`src/hdl/nfe_rem.sv`:
```
`timescale 1ns / 1ps
module nfe_rem #(
  parameter int DVD_W = 10,
  parameter int DVS_W = 7
) (
  input  logic             clk,
  input  logic             rst_n,
  input  logic             start,
  input  logic [DVD_W-1:0] dividend,
  input  logic [DVS_W-1:0] divisor,
  output logic             done,
  output logic [DVS_W-1:0] rem
);

  localparam int CNT_W = $clog2(DVD_W + 1);

  logic             run_r, run_nxt;
  logic             done_r, done_nxt;
  logic [CNT_W-1:0] cnt_r, cnt_nxt;
  logic [DVD_W-1:0] shf_r, shf_nxt;
  logic [DVS_W-1:0] rem_r, rem_nxt;
  logic [DVS_W:0]   trial;

  // Restoring remainder: one dividend bit enters per cycle, most significant first.
  always_comb begin
    trial    = {rem_r, shf_r[DVD_W-1]};
    run_nxt  = run_r;
    cnt_nxt  = cnt_r;
    shf_nxt  = shf_r;
    rem_nxt  = rem_r;
    done_nxt = 1'b0;
    if (start) begin
      run_nxt = 1'b1;
      cnt_nxt = CNT_W'(DVD_W);
      shf_nxt = dividend;
      rem_nxt = '0;
    end else if (run_r) begin
      shf_nxt = shf_r << 1;
      cnt_nxt = cnt_r - CNT_W'(1);
      if (trial >= {1'b0, divisor}) begin
        rem_nxt = DVS_W'(trial - {1'b0, divisor});
      end else begin
        rem_nxt = DVS_W'(trial);
      end
      if (cnt_r == CNT_W'(1)) begin
        run_nxt  = 1'b0;
        done_nxt = 1'b1;
      end
    end
  end

  always_ff @(posedge clk) begin
    if (!rst_n) begin
      run_r  <= 1'b0;
      done_r <= 1'b0;
      cnt_r  <= '0;
    end else begin
      run_r  <= run_nxt;
      done_r <= done_nxt;
      cnt_r  <= cnt_nxt;
    end
    shf_r <= shf_nxt;
    rem_r <= rem_nxt;
  end

  assign done = done_r;
  assign rem  = rem_r;

endmodule

```
`config.mk`:
```
export PLATFORM = sky130hd
export DESIGN_NAME = nfe_rem
export DESIGN_NICKNAME = d
export VERILOG_FILES = /design/src/hdl/nfe_rem.sv
export SDC_FILE = /design/constraint.sdc
export NUM_CORES = 1
export LEC_CHECK = 0
export ABC_AREA = 1
export BUFFER_PORTS_ARGS = -buffer_cell sky130_fd_sc_hd__buf_4
export CAP_MARGIN = 5
export CELL_PAD_IN_SITES_DETAIL_PLACEMENT = 0
export CELL_PAD_IN_SITES_GLOBAL_PLACEMENT = 1
export CORE_MARGIN = 3
export CORE_UTILIZATION = 39
export DETAILED_ROUTE_END_ITERATION = 8
export PLACE_DENSITY = 0.91
export RECOVER_POWER = 25
export SLEW_MARGIN = 20
export SYNTH_ARGS = -nofsm -noshare
export SYNTH_HDL_FRONTEND = slang
export SYNTH_SLANG_ARGS = --single-unit
```
`constraint.sdc`:
```
create_clock -name clk -period 2.37 [get_ports clk]
set_input_delay 0.711 -clock clk [delete_from_list [all_inputs] [get_ports clk]]
set_output_delay 0.711 -clock clk [all_outputs]
set_load 0.01 [all_outputs]
```
## Yosys cells after proc, flatten, opt, wreduce, memory -nomap -nowiden

Cells that the tools add are included.

- Register bits after elaboration: 23
- Bits of input ports: 20
- Logic and storage cells: 24

- Bitwise operators: 2
- Muxes and demuxes: 9
- $lt $le $gt $ge: 1
- Eq/ne operators: 1
- Reduce and logical (&&, ||, !) cells: 3
- Add/sub/neg operators: 2

Operators with widths:

| cell | count |
|---|---|
| $mux W10 | 2 |
| $ge A8 B7 Y1 | 1 |
| $mux W4 | 2 |
| $mux W7 | 1 |
| $sub A7 B7 Y7 | 1 |
| $eq A4 B1 Y1 const B | 1 |
| $mux W1 | 4 |
| $sub A4 B1 Y4 const B | 1 |
| $reduce_or A3 Y1 | 1 |
| $not A1 Y1 | 2 |
| $reduce_bool A2 Y1 | 1 |
| $reduce_or A2 Y1 | 1 |

## Logic depth before layout (Yosys ltp)

Gate-level depths: netlist of the first run.

- Depth in word-level cells: 4
- Depth in mapped cells: 14

## Least setup slack after synthesis of the first run

Ideal clock, no wire load.

- Path type: input-to-reg
- From: input divisor[0]
- To: register rem_r[5] (netlist: rem[5])
- Data arrival time: 1.868 ns
- Cell stages on the path: 13
- Path slack: 0.389 ns
- Cells stage by stage: ha_1 > inv_1 > fa_1 > nand2_1 > nand2_1 > nand2_2 > nand2_2 > nand2_4 > nand3_1 > nand2_1 > inv_1 > nand2_1 > nand2_1

- Cells in the longest elaborated chain, start to end: 2
- Elaborated cells on any way between the ends: 3
- Those cells by class: 1 x add/sub; 1 x order compare; 1 x mux

RTL lines:

| element | RTL line | RTL |
|---|---|---|
| start, declared | 10 | `input logic [DVS_W-1:0] divisor,` |
| $sub A7 B7 Y7 or $ge A8 B7 Y1 (tied branches) | 41, 40 |  |
| $mux W7 * | 40 | `if (trial >= {1'b0, divisor}) begin` |
| end signal, assigned | 63 | `rem_r <= rem_nxt;` |
| end, declared | 21 | `logic [DVS_W-1:0] rem_r, rem_nxt;` |

Mark *: on every way between the ends. The rest lies on a longest branch, timed or not.
A chain may end at the register's enable or synchronous reset.

## Final worst setup path of the first run

- From: input start
- To: register shf_r[2], enable pin

- Cells in the longest elaborated chain, start to end: 1

RTL lines:

| element | RTL line | RTL |
|---|---|---|
| start, declared | 8 | `input logic start,` |
| $reduce_bool A2 Y1 (no source line) | n/a |  |
| end signal, assigned | 62 | `shf_r <= shf_nxt;` |
| end, declared | 20 | `logic [DVD_W-1:0] shf_r, shf_nxt;` |

Every way passes these cells.

==> metrics.csv, run 1 <==
metric;value;unit
status;complete, no violations;
vias;1171;
clock root cell;clkbuf_4;
vias in the first global route;1062;
min-delay src;cnt_r[3]$_SDFFE_PN0P_;
PD cells;517;mW/mm2
worst path arrival time;1.97;ns
final worst path period share;0.844;
reg2reg start;shf_r[9]$_DFFE_PP_;
Synth cell types;25;
count leader, synth;nand2_1;
starting density of the core;0.413;
total grt overflow;0;
drt first pass iters;4;
met1 global-route usage;0.198;
Syn Nets;217;
Worst Path Buf+Inv;2;
WHS Path Cells;2;
final setup vio count;0;
maximum clock rate;500;MHz
Worst-path clk slew;0.12;ns
WL/cell;10.1;um
CTS max path bufs;2;
Slew @ Worst Pin;0.758;ns
#FFs+latches synth;23;
Area growth syn-to-layout;19.7;%
Top-Level Pins;28;
Reg2Reg Setup Slack;0.50;ns
Die Y;65.9;um
Post-Synthesis Cells;187;
Min-Delay Path Class;flop to flop;
Psw;258;uW
Combinational Power Share;0.252;
Post-Syn Area;0.00140;mm2
switching portion of total power;0.298;
number of flops mapped to enable cells by yosys;10;
Top FF cell, synth;dfxtp_1;
worst path cell trace;clkbuf_1 > nor2_1 > inv_1;
GP Congestion;0.765;
worst vdd ir;0.395;mV
Post-CTS Setup Inserts;0;
GR peak layer;met2;
part of the power in registers;0.538;
Hold EP;cnt_r[3]$_SDFFE_PN0P_;
initial drt markers;50;
hold buffers post-CTS;0;
Max Slew Vio Count;0;
pre-CTS setup slack;0.191;ns
overall routing resource usage;0.139;
leading area contributor after synthesis;edfxtp_1;
CTS Sinks;23;
CP max FO;15;
Remaining DRCs;0;
GR Layer Usage met3;0.0357;
asr flop ratio synth;0;
relative slew slack;0.495;
DP HPWL;2.06;mm
Post-CTS Resized;0;
CTS tree;built;
TNS Setup;0;ns
Final Critical Period;2.00;ns
met2 Resource Use GR;0.204;
Setup crit start;start;
TritonCTS buffer count;3;
Int Pwr;608;uW
Clock power frac;0.210;
Max stage delay on crit path;0.56;ns
RSZ-0062 raised after global routing;no;
Worst path slowest cell;clkbuf_1;
Crit path required time;2.34;ns
Core Rows;21;
Hold Violations, Final;0;
post-synth top area share;0.215;
Die W;65.9;um
critical path type;primary input to flop;
reg-to-reg critical path endpoint;rem[5]$_SDFFE_PP0P_;
Synth Area per Inst;7.48;um2
Die Area;0.00434;mm2
initial antenna violation count;0;
Leakage Power;0.903;nW
H-tree levels;1;
Ant. Diodes;0;
Seq/Total Area, Yosys;0.401;
Setup crit start kind;primary input;
final worst slack;0.370;ns
R2R cell count;14;
Final Skew;0.00107;ns
Clk Latency, worst-skew pair;0.31;ns
remaining antenna violation count after routing;0;
CORE AREA;0.00339;mm2
fraction of layout cells with a size suffix above 1;0.167;
CP Capture Type;flop;
IO Port Bufs;27;
CP delay by family, top;buffers and inverters;
Vias/cell;4.47;
final wirelength;2.65;mm
Commonest cells post-synth;64 x nand2_1, 35 x inv_1, 19 x nand3_1;
first-pass GRT wire length;4.68;mm
Post-layout nets;247;
Max Cap Viol;0;
largest net degree at the start of global routing;16;
Synth area leaders;edfxtp_1 21%, dfxtp_1 19%, nand2_1 17%, inv_1 9.4%, ha_1 8.1%;
yosys warns;0;
[power groups by stage]
| stage | Clock (mW) | Combinational (mW) | Sequential, mW |
|---|---|---|---|
| 3_5_place_dp | 0 | 0.220 | 0.475 |
| 6_report | 0.182 | 0.218 | 0.466 |
| 3_3_place_gp | 0 | 0.221 | 0.475 |
| 2_1_floorplan | 0 | 0.152 | 0.474 |
| 5_1_grt | 0.210 | 0.253 | 0.470 |
| 4_1_cts | 0.192 | 0.221 | 0.466 |
[final cells by class]
cell class,count,area (um2)
Timing Repair Buffer,27,199
Fill cell,354,1720
Sequential cell,23,561
Inverter,35,131
Multi-Input combinational cell,127,699
Tap cell,46,57.6
Clock buffer,4,26.3
[per-stage QoR]
step / total power, mW / utilization / cell area (um2) / instances / hold WS (ns)
floorplan: 0.625 / - / 1400 / 187 / 0.445
global placement: 0.695 / 0.487 / 1650 / 258 / 0.461
detailed placement: 0.695 / 0.487 / 1650 / 258 / 0.462
CTS: 0.879 / 0.495 / 1680 / 262 / 0.480
global route: 0.932 / 0.494 / 1670 / 262 / 0.531
finish: 0.866 / 0.494 / 1670 / 262 / 0.483
[how the worst max path moves through the flow]
stage | endpoint | cells after the start
after floorplan | rem[5]$_SDFFE_PP0P_ | 13
after global placement | rem[6]$_SDFFE_PP0P_ | 14
after detailed placement | rem[5]$_SDFFE_PP0P_ | 14
after CTS | rem[1]$_SDFFE_PP0P_ | 13
after global routing | shf_r[8]$_DFFE_PP_ | 3
final | shf_r[2]$_DFFE_PP_ | 3
[metal layers]
metal	wire length (um)	vias up
li1	-	651
met1	1390	492
met2	1100	24
met3	128	4
met4	28	0
met5	0	-
[tightest hold or removal path, delay by kind of cell (launching register included)]
kind | cells | cell delay [ns]
simple gates | 1 | 0.06
compound gates | 1 | 0.06
flops | 1 | 0.33
[state kept, by name (all words and copies together) (netlist names)]
register	cells
shf_r	10
rem	7
done	1
cnt_r	4
run_r	1
[kinds of logic after synthesis]
kind of cell / synth area share
AND/OR/NAND/NOR: 0.343
buffers and inverters: 0.0993
flip-flops: 0.401
AO/OA/AOI/OAI: 0.0492
adder cells (fa/ha/maj): 0.0948
XOR/XNOR: 0.0125
[layout by cell type (no fill, tap or decap)]
| cell | count |
|---|---|
| nand2_4 | 2 |
| o211ai_1 | 1 |
| dfxtp_1 | 13 |
| clkbuf_1 | 2 |
| nand2_2 | 2 |
| clkbuf_4 | 3 |
| a21oi_4 | 1 |
| a31oi_1 | 1 |
| nor3_2 | 1 |
| edfxtp_1 | 10 |
| nor3_1 | 2 |
| xnor2_1 | 1 |
| nand4_1 | 2 |
| nand2_1 | 64 |
| a221oi_1 | 1 |
| nor2_8 | 1 |
| nand3b_1 | 2 |
| xor2_1 | 1 |
| buf_4 | 26 |
| nor2_1 | 8 |
| inv_1 | 35 |
| o21ai_1 | 4 |
| a21oi_1 | 2 |
| fa_1 | 1 |
| or2_1 | 2 |
| nand3_1 | 19 |
| ha_1 | 9 |
Note: power is estimated with default switching activity, not from simulation.
==> inputs of run 2 (changes only) <==
ABC_AREA = 0   (was 1)
CORE_UTILIZATION = 41   (was 39)
PLACE_DENSITY = 0.9   (was 0.91)
clock period = 2.07 ns   (was 2.37 ns; I/O delays follow)
==> run 2 against run 1 <==
Register-to-register slack worse by 0.34 ns; synthesized area rose by 3.2%; critical path type is now flop to flop; global-route usage grew 0.50 points; cell count fell by 13%; critical path depth grew 6; count of clock-buffer cells in the layout shrank 1.
==> metrics.csv, run 2 <==
metric;value;unit;change
Hold Violations, Final;0;;unchanged
Synth Area per Inst;9.69;um2;+30%
Die W;65.3;um;-0.83%
Post-CTS Resized;0;;unchanged
Final Skew;0.000757;ns;-0.000312 ns
Max Cap Viol;0;;unchanged
Syn Nets;179;;-18%
commonest cells after routing, fill and taps aside;38 x buf_4, 13 x nor2_1, 13 x dfxtp_1;;
leading area contributor after synthesis;edfxtp_1;;
asr flop ratio synth;0;;unchanged
Remaining DRCs;0;;unchanged
number of flops mapped to enable cells by yosys;10;;unchanged
Design Area, Final;0.00178;mm2;+6.5%
Clk Latency, worst-skew pair;0.31;ns;about the same
CTS Sinks;23;;unchanged
PD cells;565;mW/mm2;+9.3%
remaining antenna violation count after routing;0;;unchanged
CP max FO;6;;-9
Post-Synthesis Cells;149;;-20%
vias in the first global route;1164;;+9.6%
#FFs+latches synth;23;;unchanged
Ant. Diodes;0;;unchanged
drt first pass iters;4;;unchanged
Core Rows;20;;-4.8%
Slew @ Worst Pin;1.16;ns;+0.400 ns
CORE AREA;0.00320;mm2;-5.5%
DP HPWL;2.37;mm;+15%
clock root cell;clkbuf_4;;
critical path type;flop to flop;;
Die Area;0.00427;mm2;-1.6%
Max Slew Vio Count;0;;unchanged
post-synth top area share;0.208;;-0.00670
Crit path required time;2.27;ns;-0.07 ns
Post-CTS Setup Inserts;0;;unchanged
total grt overflow;0;;unchanged
fraction of layout cells with a size suffix above 1;0.314;;+0.147
Die Y;65.3;um;-0.83%
Min-Delay Path Class;primary input to flop;;
max reg flops;10;;unchanged
Post-Syn Area;0.00144;mm2;+3.2%
IO Port Bufs;27;;unchanged
initial antenna violation count;0;;unchanged
worst path arrival time;2.12;ns;+0.15 ns
Max stage delay on crit path;0.39;ns;-0.17 ns
WL/cell;12.8;um;+27%
Commonest cells post-synth;13 x dfxtp_1, 13 x nor2_1, 12 x inv_1;;
Seq/Total Area, Yosys;0.388;;-0.0125
placed inst area;0.00175;mm2;+6.2%
TritonCTS buffer count;3;;unchanged
RSZ-0062 raised after global routing;no;;
pre-CTS setup slack;-0.0729;ns;-0.264 ns
Worst path slowest cell;fa_1;;
H-tree levels;1;;unchanged
relative slew slack;0.228;;-0.267
hold buffers post-CTS;0;;unchanged
Top FF cell, synth;dfxtp_1;;
final setup vio count;0;;unchanged
worst vdd ir;0.243;mV;-39%
CTS max path bufs;2;;unchanged
commonest non-fill, non-tap cell in the layout;buf_4;;
Synth area leaders;edfxtp_1 21%, dfxtp_1 18%, ha_1 7.8%, mux2_2 7.8%, nor2_1 3.4%;;
vias;1242;;+6.1%
Post-layout nets;216;;-13%
Leakage Power;0.769;nW;-15%
Area growth syn-to-layout;23.5;%;
final worst path period share;0.924;;
starting density of the core;0.451;;+0.0381
Critical Path Most Common Cell;inv_1;;
Synth cell types;46;;+84%
Vias/cell;5.42;;+21%
largest net degree at the start of global routing;31;;+15
Reg2Reg Setup Slack;0.16;ns;-0.34 ns
GP Congestion;0.760;;-0.68%
initial drt markers;66;;+32%
CP Capture Type;flop;;
Final Critical Period;1.91;ns;
Top-Level Pins;28;;unchanged
Biggest register;shf_r;;
CTS tree;built;;
Worst-path clk slew;0.13;ns;about the same
worst path cell trace;inv_1 > ha_1 > inv_1 > fa_1 > nand3_2 > a31o_1 > buf_4 > a21o_1 > o21ai_0;;
yosys warns;0;;unchanged
status;complete, no violations;;
Setup crit start kind;flop;;
first-pass GRT wire length;4.84;mm;+3.5%
maximum clock rate;523;MHz;
overall routing resource usage;0.144;;+0.00497
final wirelength;2.94;mm;+11%
final worst slack;0.157;ns;-0.213 ns
[run 2: cell types whose count changed after synthesis, moves of 5 or more]
cell,delta
nand3_1,-15
mux2_2,+10
inv_1,-23
nor2_1,+5
nor3b_1,+5
nand2_1,-53
[run 2: cells by family after synthesis]
| family | count (synthesis) | share of synthesized area |
|---|---|---|
| fa+ha+maj | 10 | 0.0919 |
| flops | 23 | 0.388 |
| simple gates | 53 | 0.195 |
| xor+xnor | 6 | 0.0364 |
| mux | 10 | 0.0780 |
| compound gates | 28 | 0.153 |
| buf+inv | 19 | 0.0572 |
[run 2: final cells by class]
type / instances / area [um2]
flip-flops and latches: 23 / 561
multi-input cells: 107 / 806
fillers: 324 / 1420
well taps: 44 / 55.1
clock buffers: 3 / 22.5
inverters: 12 / 45.0
clock inverters: 1 / 5.00
repair buffers: 39 / 289
[run 2: per-stage QoR]
step / cells / power [mW] / setup TNS [ns] / utilization / hold WS, ns
after floorplan: 149 / 0.711 / 0 / - / 0.503
final: 229 / 1.01 / 0 / 0.557 / 0.527
after global placement: 225 / 0.798 / -0.160 / 0.548 / 0.529
after global routing: 229 / 1.07 / 0 / 0.557 / 0.519
after CTS: 229 / 1.02 / 0 / 0.556 / 0.520
after detailed placement: 225 / 0.810 / -0.310 / 0.548 / 0.537
[run 2: worst paths after layout]
check,start,end,cells after the start
max,shf_r[9]$_DFFE_PP_,rem[5]$_SDFFE_PP0P_,9
min,rst_n,cnt_r[1]$_SDFFE_PN0P_,2
max reg2reg,shf_r[9]$_DFFE_PP_,rem[5]$_SDFFE_PP0P_,9
min reg2reg,shf_r[3]$_DFFE_PP_,shf_r[4]$_DFFE_PP_,1
[run 2: critical path: cells and delay by family (launching register included)]
family	cells	cell delay (ns)
adder cells (fa/ha/maj)	2	0.57
AND/OR/NAND/NOR	1	0.10
buffers and inverters	3	0.32
flip-flops	1	0.38
AO/OA/AOI/OAI	3	0.42
[run 2: power by group]
part / switching, mW / internal, mW / leakage, nW / total (mW)
clock network: 0.137 / 0.0722 / 0.0177 / 0.209
registers: 0.0194 / 0.513 / 0.208 / 0.532
logic: 0.127 / 0.140 / 0.543 / 0.267
[run 2: per-layer routing]
layer,vias to the layer above,track usage,routed length (um)
met1,585,0.175,1190
met4,0,0.0466,2
met3,2,0.0222,182
met2,45,0.257,1560
met5,-,0,0
li1,610,-,-
